<file path="src/rtl/core/lbcd_pkg.sv">
// Shared types and constants for the LRU block cache directory.
package lbcd_pkg;

    localparam int CACHE_SLOTS_DEF = 64;
    localparam int FILE_W          = 16;
    localparam int BLOCK_W         = 31;
    localparam int TAG_W           = FILE_W + BLOCK_W;
    localparam int STATUS_W        = 2;
    localparam int SLOT_OUT_W      = 6;

    // Result codes carried on the status port
    typedef enum logic [STATUS_W-1:0] {
        ST_HIT  = 2'd0,
        ST_FILL = 2'd1,
        ST_ERR  = 2'd2
    } status_code_t;

    // Controller states
    typedef enum logic [3:0] {
        S_INIT,
        S_IDLE,
        S_SCAN,
        S_FILL,
        S_LRD,
        S_LK1,
        S_LK2,
        S_LK3,
        S_DONE
    } state_t;

    // Commands from controller to datapath
    typedef struct packed {
        logic         init_wr;
        logic         load_req;
        logic         scan_issue;
        logic         set_res;
        status_code_t res_code;
        logic         fill_wr;
        logic         link_rd;
        logic         link_step1;
        logic         link_step2;
        logic         link_step3;
        logic         out_load;
    } dp_cmd_t;

    // Status from datapath to controller
    typedef struct packed {
        logic init_last;
        logic hit;
        logic more;
        logic fetch_ok;
        logic is_newest;
        logic out_busy;
    } dp_sts_t;

endpackage

</file>
<file path="src/rtl/core/lbcd_ctrl.sv">
// Sequencer for lookup, fill and recency list update.
module lbcd_ctrl (
    input  logic              clk,
    input  logic              rst_n,
    input  logic              in_valid,
    output logic              in_stall,
    input  lbcd_pkg::dp_sts_t sts,
    output lbcd_pkg::dp_cmd_t cmd
);

    lbcd_pkg::state_t state_reg;
    lbcd_pkg::state_t state_next;

    // Hold state
    always_ff @(posedge clk or negedge rst_n)
    begin
        if (!rst_n)
        begin
            state_reg <= lbcd_pkg::S_INIT;
        end
        else
        begin
            state_reg <= state_next;
        end
    end

    // Advance state
    always_comb
    begin
        state_next = state_reg;
        case (state_reg)
            lbcd_pkg::S_INIT:
            begin
                if (sts.init_last)
                begin
                    state_next = lbcd_pkg::S_IDLE;
                end
            end
            lbcd_pkg::S_IDLE:
            begin
                if (in_valid)
                begin
                    state_next = lbcd_pkg::S_SCAN;
                end
            end
            lbcd_pkg::S_SCAN:
            begin
                if (sts.hit)
                begin
                    state_next = lbcd_pkg::S_LRD;
                end
                else if (!sts.more)
                begin
                    state_next = sts.fetch_ok ? lbcd_pkg::S_FILL : lbcd_pkg::S_DONE;
                end
            end
            lbcd_pkg::S_FILL:
            begin
                state_next = lbcd_pkg::S_LRD;
            end
            lbcd_pkg::S_LRD:
            begin
                state_next = sts.is_newest ? lbcd_pkg::S_DONE : lbcd_pkg::S_LK1;
            end
            lbcd_pkg::S_LK1:
            begin
                state_next = lbcd_pkg::S_LK2;
            end
            lbcd_pkg::S_LK2:
            begin
                state_next = lbcd_pkg::S_LK3;
            end
            lbcd_pkg::S_LK3:
            begin
                state_next = lbcd_pkg::S_DONE;
            end
            lbcd_pkg::S_DONE:
            begin
                if (!sts.out_busy)
                begin
                    state_next = lbcd_pkg::S_IDLE;
                end
            end
            default:
            begin
                state_next = lbcd_pkg::S_IDLE;
            end
        endcase
    end

    // Drive datapath commands
    always_comb
    begin
        cmd          = '0;
        cmd.res_code = lbcd_pkg::ST_HIT;
        in_stall     = 1'b1;
        case (state_reg)
            lbcd_pkg::S_INIT:
            begin
                cmd.init_wr = 1'b1;
            end
            lbcd_pkg::S_IDLE:
            begin
                in_stall     = 1'b0;
                cmd.load_req = in_valid;
            end
            lbcd_pkg::S_SCAN:
            begin
                if (sts.hit)
                begin
                    cmd.set_res  = 1'b1;
                    cmd.res_code = lbcd_pkg::ST_HIT;
                end
                else if (sts.more)
                begin
                    cmd.scan_issue = 1'b1;
                end
                else
                begin
                    cmd.set_res  = 1'b1;
                    cmd.res_code = sts.fetch_ok ? lbcd_pkg::ST_FILL : lbcd_pkg::ST_ERR;
                end
            end
            lbcd_pkg::S_FILL:
            begin
                cmd.fill_wr = 1'b1;
            end
            lbcd_pkg::S_LRD:
            begin
                cmd.link_rd = !sts.is_newest;
            end
            lbcd_pkg::S_LK1:
            begin
                cmd.link_step1 = 1'b1;
            end
            lbcd_pkg::S_LK2:
            begin
                cmd.link_step2 = 1'b1;
            end
            lbcd_pkg::S_LK3:
            begin
                cmd.link_step3 = 1'b1;
            end
            lbcd_pkg::S_DONE:
            begin
                cmd.out_load = !sts.out_busy;
            end
            default:
            begin
                cmd = '0;
            end
        endcase
    end

endmodule

</file>
<file path="src/rtl/core/lbcd_dp.sv">
// Tag store, recency link stores and result register.
module lbcd_dp #(
    parameter int CACHE_SLOTS = lbcd_pkg::CACHE_SLOTS_DEF
) (
    input  logic                              clk,
    input  logic                              rst_n,
    input  logic [lbcd_pkg::FILE_W-1:0]       file_number,
    input  logic [lbcd_pkg::BLOCK_W-1:0]      block_number,
    input  logic                              fetch_ok,
    output logic                              out_valid,
    input  logic                              out_stall,
    output logic [lbcd_pkg::STATUS_W-1:0]     status,
    output logic [lbcd_pkg::SLOT_OUT_W-1:0]   slot_index,
    input  lbcd_pkg::dp_cmd_t                 cmd,
    output lbcd_pkg::dp_sts_t                 sts
);

    localparam int IDX_W  = $clog2(CACHE_SLOTS);
    localparam int LINK_W = $clog2(CACHE_SLOTS + 1);
    localparam logic [LINK_W-1:0] LINK_NONE = LINK_W'(CACHE_SLOTS);
    localparam logic [LINK_W-1:0] LAST_SLOT = LINK_W'(CACHE_SLOTS - 1);

    // Stores
    logic [lbcd_pkg::TAG_W-1:0] tag_mem   [CACHE_SLOTS];
    logic [LINK_W-1:0]          newer_mem [CACHE_SLOTS];
    logic [LINK_W-1:0]          older_mem [CACHE_SLOTS];

    // Request and working registers
    logic [lbcd_pkg::TAG_W-1:0] tag_reg;
    logic                       ok_reg;
    logic [LINK_W-1:0]          init_idx_reg;
    logic [LINK_W-1:0]          issue_idx_reg;
    logic [LINK_W-1:0]          fill_cnt_reg;
    logic [lbcd_pkg::TAG_W-1:0] tag_rd_reg;
    logic [IDX_W-1:0]           rd_idx_reg;
    logic                       rd_vld_reg;
    logic [IDX_W-1:0]           s_reg;
    lbcd_pkg::status_code_t     res_reg;
    logic [LINK_W-1:0]          up_reg;
    logic [LINK_W-1:0]          down_reg;
    logic [IDX_W-1:0]           newest_reg;
    logic [IDX_W-1:0]           oldest_reg;
    logic                       out_valid_reg;
    logic [lbcd_pkg::STATUS_W-1:0]   out_status_reg;
    logic [lbcd_pkg::SLOT_OUT_W-1:0] out_slot_reg;

    // Link write ports
    logic              newer_we;
    logic [IDX_W-1:0]  newer_wa;
    logic [LINK_W-1:0] newer_wd;
    logic              older_we;
    logic [IDX_W-1:0]  older_wa;
    logic [LINK_W-1:0] older_wd;
    logic              s_is_oldest;
    logic [IDX_W+lbcd_pkg::SLOT_OUT_W-1:0] s_ext;

    assign s_is_oldest = (s_reg == oldest_reg);
    assign s_ext       = {{lbcd_pkg::SLOT_OUT_W{1'b0}}, s_reg};

    // Report status
    assign sts.init_last = (init_idx_reg == LAST_SLOT);
    assign sts.hit       = rd_vld_reg && (tag_rd_reg == tag_reg);
    assign sts.more      = (issue_idx_reg < fill_cnt_reg);
    assign sts.fetch_ok  = ok_reg;
    assign sts.is_newest = (s_reg == newest_reg);
    assign sts.out_busy  = out_valid_reg && out_stall;

    // Capture the request word
    always_ff @(posedge clk)
    begin
        if (cmd.load_req)
        begin
            tag_reg <= {file_number, block_number};
            ok_reg  <= fetch_ok;
        end
    end

    // Tag store: fill write and scan read
    always_ff @(posedge clk)
    begin
        if (cmd.fill_wr)
        begin
            tag_mem[s_reg] <= tag_reg;
        end
        if (cmd.scan_issue)
        begin
            tag_rd_reg <= tag_mem[issue_idx_reg[IDX_W-1:0]];
            rd_idx_reg <= issue_idx_reg[IDX_W-1:0];
        end
    end

    // Scan pointer, valid read flag, fill count and init sweep
    always_ff @(posedge clk or negedge rst_n)
    begin
        if (!rst_n)
        begin
            issue_idx_reg <= '0;
            rd_vld_reg    <= 1'b0;
            fill_cnt_reg  <= '0;
            init_idx_reg  <= '0;
        end
        else
        begin
            if (cmd.load_req)
            begin
                issue_idx_reg <= '0;
            end
            else if (cmd.scan_issue)
            begin
                issue_idx_reg <= issue_idx_reg + LINK_W'(1);
            end
            rd_vld_reg <= cmd.scan_issue;
            if (cmd.fill_wr && (fill_cnt_reg != LINK_NONE))
            begin
                fill_cnt_reg <= fill_cnt_reg + LINK_W'(1);
            end
            if (cmd.init_wr)
            begin
                init_idx_reg <= init_idx_reg + LINK_W'(1);
            end
        end
    end

    // Latch the chosen slot and result code
    always_ff @(posedge clk)
    begin
        if (cmd.set_res)
        begin
            res_reg <= cmd.res_code;
            case (cmd.res_code)
                lbcd_pkg::ST_HIT:  s_reg <= rd_idx_reg;
                lbcd_pkg::ST_FILL: s_reg <= oldest_reg;
                default:           s_reg <= '0;
            endcase
        end
    end

    // Select link store writes
    always_comb
    begin
        newer_we = 1'b0;
        newer_wa = '0;
        newer_wd = '0;
        older_we = 1'b0;
        older_wa = '0;
        older_wd = '0;
        if (cmd.init_wr)
        begin
            newer_we = 1'b1;
            newer_wa = init_idx_reg[IDX_W-1:0];
            newer_wd = init_idx_reg + LINK_W'(1);
            older_we = 1'b1;
            older_wa = init_idx_reg[IDX_W-1:0];
            older_wd = (init_idx_reg == '0) ? LINK_NONE : init_idx_reg - LINK_W'(1);
        end
        else if (cmd.link_step1)
        begin
            // Unlink the slot from its neighbours
            if (s_is_oldest)
            begin
                older_we = (up_reg != LINK_NONE);
                older_wa = up_reg[IDX_W-1:0];
                older_wd = LINK_NONE;
            end
            else
            begin
                newer_we = (down_reg != LINK_NONE);
                newer_wa = down_reg[IDX_W-1:0];
                newer_wd = up_reg;
                older_we = (up_reg != LINK_NONE);
                older_wa = up_reg[IDX_W-1:0];
                older_wd = down_reg;
            end
        end
        else if (cmd.link_step2)
        begin
            // Point the slot at the old head
            newer_we = 1'b1;
            newer_wa = s_reg;
            newer_wd = LINK_NONE;
            older_we = 1'b1;
            older_wa = s_reg;
            older_wd = LINK_W'(newest_reg);
        end
        else if (cmd.link_step3)
        begin
            // Hang the slot above the old head
            newer_we = 1'b1;
            newer_wa = newest_reg;
            newer_wd = LINK_W'(s_reg);
        end
    end

    // Link stores: one write and one read each
    always_ff @(posedge clk)
    begin
        if (newer_we)
        begin
            newer_mem[newer_wa] <= newer_wd;
        end
        if (older_we)
        begin
            older_mem[older_wa] <= older_wd;
        end
        if (cmd.link_rd)
        begin
            up_reg   <= newer_mem[s_reg];
            down_reg <= older_mem[s_reg];
        end
    end

    // Head and tail of the recency list
    always_ff @(posedge clk or negedge rst_n)
    begin
        if (!rst_n)
        begin
            newest_reg <= IDX_W'(CACHE_SLOTS - 1);
            oldest_reg <= '0;
        end
        else
        begin
            if (cmd.link_step1 && s_is_oldest)
            begin
                oldest_reg <= up_reg[IDX_W-1:0];
            end
            if (cmd.link_step3)
            begin
                newest_reg <= s_reg;
            end
        end
    end

    // Output word register
    always_ff @(posedge clk or negedge rst_n)
    begin
        if (!rst_n)
        begin
            out_valid_reg <= 1'b0;
        end
        else if (cmd.out_load)
        begin
            out_valid_reg <= 1'b1;
        end
        else if (!out_stall)
        begin
            out_valid_reg <= 1'b0;
        end
    end

    always_ff @(posedge clk)
    begin
        if (cmd.out_load)
        begin
            out_status_reg <= res_reg;
            out_slot_reg   <= s_ext[lbcd_pkg::SLOT_OUT_W-1:0];
        end
    end

    assign out_valid  = out_valid_reg;
    assign status     = out_status_reg;
    assign slot_index = out_slot_reg;

endmodule

</file>
<file path="src/rtl/core/lru_block_cache_directory.sv">
// Top level: fully associative LRU block cache directory.
// A lookup scans the filled slots in turn; a hit or a fill then moves the slot to the head of the
// recency list unless it is already there, and a fetch error goes straight to the result.
// One lookup runs at a time; a new request is taken only once the previous result is loaded.
// After reset the link stores are swept, one slot per cycle, with the
// input stalled; tags need no clearing since only filled slots are scanned.
module lru_block_cache_directory #(
    parameter int CACHE_SLOTS = lbcd_pkg::CACHE_SLOTS_DEF
) (
    input  logic                              clk,
    input  logic                              rst_n,
    input  logic                              in_valid,
    output logic                              in_stall,
    input  logic [lbcd_pkg::FILE_W-1:0]       file_number,
    input  logic [lbcd_pkg::BLOCK_W-1:0]      block_number,
    input  logic                              fetch_ok,
    output logic                              out_valid,
    input  logic                              out_stall,
    output logic [lbcd_pkg::STATUS_W-1:0]     status,
    output logic [lbcd_pkg::SLOT_OUT_W-1:0]   slot_index
);

    lbcd_pkg::dp_cmd_t cmd;
    lbcd_pkg::dp_sts_t sts;

    // Sequencer
    lbcd_ctrl u_ctrl (
        .clk      (clk),
        .rst_n    (rst_n),
        .in_valid (in_valid),
        .in_stall (in_stall),
        .sts      (sts),
        .cmd      (cmd)
    );

    // Stores and result path
    lbcd_dp #(
        .CACHE_SLOTS (CACHE_SLOTS)
    ) u_dp (
        .clk          (clk),
        .rst_n        (rst_n),
        .file_number  (file_number),
        .block_number (block_number),
        .fetch_ok     (fetch_ok),
        .out_valid    (out_valid),
        .out_stall    (out_stall),
        .status       (status),
        .slot_index   (slot_index),
        .cmd          (cmd),
        .sts          (sts)
    );

endmodule

</file>
<file path="config.mk">
export PLATFORM = sky130hd
export DESIGN_NAME = lru_block_cache_directory
export DESIGN_NICKNAME = d
export VERILOG_FILES = /design/src/rtl/core/lbcd_pkg.sv /design/src/rtl/core/lbcd_ctrl.sv /design/src/rtl/core/lbcd_dp.sv /design/src/rtl/core/lru_block_cache_directory.sv
export SDC_FILE = /design/constraint.sdc
export NUM_CORES = 2
export LEC_CHECK = 0
export BUFFER_PORTS_ARGS = -buffer_cell sky130_fd_sc_hd__clkbuf_2
export CAP_MARGIN = 20
export CORE_ASPECT_RATIO = 1.75
export CORE_UTILIZATION = 57
export DETAILED_ROUTE_END_ITERATION = 10
export PLACE_DENSITY = 0.76
export SLEW_MARGIN = 20
export SYNTH_ARGS = -nofsm -noshare
export SYNTH_HDL_FRONTEND = slang
export SYNTH_SLANG_ARGS = --single-unit
</file>
<file path="constraint.sdc">
create_clock -name clk -period 5.9 [get_ports clk]
set_input_delay 0.59 -clock clk [delete_from_list [all_inputs] [get_ports clk]]
set_output_delay 0.59 -clock clk [all_outputs]
set_load 0.05 [all_outputs]
</file>
==> PnR_summary.wiki <==
{| class="wikitable"
! Metric !! Value
|-
| Total power after layout || 70.9 mW
|-
| Die X-Extent || 395 um
|-
| Worst-case reg-to-reg path depth || 8
|-
| IO Port Bufs || 61
|-
| Number of max-slew violations in the final report || 0
|-
| Share of post-route cells with drive strength above 1 || 26.3%
|-
| Maximum achievable frequency || 191 MHz
|-
| Standby leakage power || 51.5 nW
|-
| Total number of vias || 77882
|-
| Yosys cell types || 58
|-
| Global route total overflow || 0
|-
| Total number of H-tree levels || 5
|-
| Arrival @ worst endpoint || 5780 ps
|-
| Reg-to-reg endpoint || u_dp.tag_rd_reg[25]
|-
| Mean area per synthesized cell || 23.1 um2
|-
| Wirelength per Cell || 39.9 um
|-
| Number of DRC markers in iteration 0 || 12681
|-
| Area contributors post-synth || edfxtp_1, mux4_2, a22oi_1, a221oi_1, nor2_1
|-
| Filler-free cell count of the finished design || 10823
|-
| Worst hold-check path type || primary input to flop
|-
| Routed wire length || 432000 um
|-
| Post-synthesis compound-gate area fraction || 3.15%
|-
| Total area of sequential cells || 122000 um2
|-
| Post-Route Utilization || 63.8%
|-
| Worst hold path endpoint || u_dp.tag_reg[3]
|-
| Startpoint of the most critical register-to-register path || u_dp.tag_reg[4]
|-
| Layout fillers || 16467
|-
| Max-Slew Margin vs Limit || 16.1%
|-
| Gate Count Post-Synth || 6658
|-
| Final-report setup violation count || 0
|-
| Count of state elements after synthesis || 4074
|-
| DRT Pass-1 Iters || 6
|-
| Final ANT Viol Nets || 0
|-
| Simple-gate area share of the yosys netlist || 1.36%
|-
| Final setup TNS || 0 ps
|-
| Number of warning messages in the yosys log || 0
|-
| Actual transition at the worst max-transition pin || 1260 ps
|-
| Initial antenna violation count || 13
|-
| Setup Slack @ Placement || 820 ps
|-
| Flip-flop count of the largest register after layout || 3008
|-
| First-pass GRT wire length || 597000 um
|-
| Synthesized area || 154000 um2
|-
| GRT Resource Usage Total || 31.7%
|-
| Portion of netlist area occupied by mux cells || 14.6%
|-
| Clock sinks || 4074
|-
| Path type of the worst setup path || flop to flop
|-
| Share of the synthesized area in the top cell type || 78.7%
|-
| Most frequent standard cell in the layout excluding fill and tap cells || edfxtp_1
|-
| Status || completed
|-
| Io pins || 62
|-
| Area of the multi-input gates || 30800 um2
|-
| Sequential share of the synthesized area || 79.4%
|-
| Worst voltage drop across the vdd grid || 644 uV
|-
| Master cell of the clock root buffer || clkbuf_16
|-
| Count of flip-flops with a built-in enable after synthesis || 4035
|-
| Most used cells in the layout excluding fill and tap cells || edfxtp_1, mux4_2, clkbuf_16
|-
| Number of global-route vias before repair || 78734
|-
| Initial core utilization || 57.2%
|-
| Clock Pin Slew Worst Setup and Hold Paths || 70 ps
|-
| Capturing element type of the critical path || flop
|-
| Async set or reset register ratio after synthesis || 0.957%
|-
| GP Congestion || 0.966
|-
| DP Cell Count || 10157
|-
| Cell depth of the worst min-delay path || 1
|-
| Reg2reg setup slack || 660 ps
|-
| Max-cap violation count || 0
|-
| Period minus WS final || 5240 ps
|-
| Detailed-route DRC error count || 0
|-
| Cell type contributing the most total cell area after synthesis || edfxtp_1
|-
| Maximum count of clock buffers along a single path || 4
|-
| Maximum number of pins on one net before global-route repair || 159
|-
| Die extent in y || 689 um
|-
| Combinational family with the most area after synthesis || multiplexers
|-
| Placeable core region || 269000 um2
|-
| Xor/xnor share of the synthesized area || 0.415%
|-
| Worst Min Path Start || block_number[3]
|-
| Top Registers || u_dp.tag_mem x3008, u_dp.newer_mem x448, u_dp.older_mem x448
|-
| Most flops, register || u_dp.tag_mem
|-
| Worst setup SP type || flop
|-
| Tcrit/Tclk final || 88.9%
|-
| Post-layout nets || 7043
|-
| Final worst slack || 657 ps
|-
| Power Dens Cells || 413 nW/um2
|-
| Endpoints failing hold || 0
|-
| Clock tree from TritonCTS || yes
|-
| Number of vias per cell after detailed routing || 7.20
|-
| Top fanout value on the critical path || 65
|-
| Skew final || 49.5 ps
|-
| HPWL after DPL || 225000 um
|-
| Number of buffers created by CTS || 331
|-
| Layout-stage area growth over the synthesis result || 11.6%
|-
| Die Outline Area || 272000 um2
|-
| Net count of the mapped netlist || 6721
|-
| Data required, critical path || 6440 ps
|-
| Clock network latency to the later pin of the worst-skew pair || 920 ps
|-
| Adder-cell area share of the yosys netlist || 0.0894%
|-
| RSZ-0062 raised after global routing || no
|-
| Dominant synthesized flop cell || edfxtp_1
|-
| Core Rows || 252
|}
==> worst max-delay path: stages (launching register included) <==
cell	delay (ps)
edfxtp_1	360
buf_4	300
xnor2_1	990
nand4_1	260
nor4_1	990
nand4_1	600
nand3_1	500
inv_4	310
buf_4	470
==> area by class of cell <==
cell class                      instances  area share, %
Antenna cell                           23         0.0335
Sequential cell                      4074           71.1
Timing Repair Buffer                  356           1.93
Clock buffer                          385           5.04
Multi-Input combinational cell       2186           17.9
Clock inverter                        212           1.24
Tap cell                             3556           2.59
Inverter                               31         0.0707
==> layer usage <==
metal / part of all wire, % / GRT usage (%)
met5: 0.012 / 0
met4: 8.5 / 21.9
met3: 11 / 6.23
met2: 51 / 54.3
met1: 30 / 35.9
==> cell usage after synthesis, types with 3 or more instances <==
cell type,count
buf_4,6
a22oi_1,266
nor3_1,11
xor2_1,7
nand4_1,38
xnor2_1,66
and3_1,5
nand3b_1,3
a22o_1,96
mux2_2,10
mux2i_1,9
o211ai_1,4
inv_1,30
nand2b_1,13
edfxtp_1,4035
buf_2,86
clkbuf_1,224
dfrtp_1,33
o21ai_0,11
a21oi_1,41
buf_1,50
nor2b_1,6
dfstp_2,6
a221o_1,12
a221oi_1,100
or3_1,3
nor3b_1,4
nor4_1,22
nand3_1,44
nor2_1,225
ha_1,11
mux4_2,987
a31oi_1,89
nand2_1,68
or2_2,4
==> cells by family (layout without fill, tap and decap cells) <==
family,Yosys count,in the layout
compound gates,640,640
xor+xnor,73,73
fa+ha+maj,11,11
buf+inv,398,984
flops,4074,4074
mux,1006,1006
other cells,0,23
simple gates,456,456
==> stage by stage <==
step / hold slack (ps) / area (um2)
2_1_floorplan: 294 / 154000
3_3_place_gp: 465 / 160000
5_1_grt: 20.3 / 172000
6_report: 45.5 / 172000
4_1_cts: 12.1 / 172000
3_5_place_dp: 454 / 160000
==> how the worst max path moves through the flow <==
| stage | start | end | slack, ps | cells past startpoint |
|---|---|---|---|---|
| 6_report | u_dp.tag_reg[4] | u_dp.tag_rd_reg[25] | 660 | 8 |
| 3_5_place_dp | u_dp.tag_reg[4] | u_dp.tag_rd_reg[20] | 820 | 8 |
| 4_1_cts | u_dp.tag_reg[4] | u_dp.tag_rd_reg[27] | 820 | 8 |
| 2_1_floorplan | u_ctrl.state_reg[3] | u_dp.older_mem[0][0] | 1520 | 4 |
| 3_3_place_gp | u_dp.tag_reg[4] | u_dp.tag_rd_reg[20] | 900 | 8 |
| 5_1_grt | u_dp.tag_reg[4] | u_dp.tag_rd_reg[25] | 740 | 8 |
==> repair_timing <==
item	CTS	global route
setup buffers	0	0
endpoints found under the hold margin	78	0
resized for setup	0	0
hold buffers	46	0
setup endpoints to repair	0	0
==> where the power goes <==
part | internal, mW | leakage, nW | switching [mW]
logic | 4.97 | 9.29 | 7.96
clock network | 12.3 | 5.26 | 10.2
registers | 34.8 | 36.9 | 0.613
total | 52.1 | 51.5 | 18.8
Note: power is estimated with default switching activity, not from simulation.
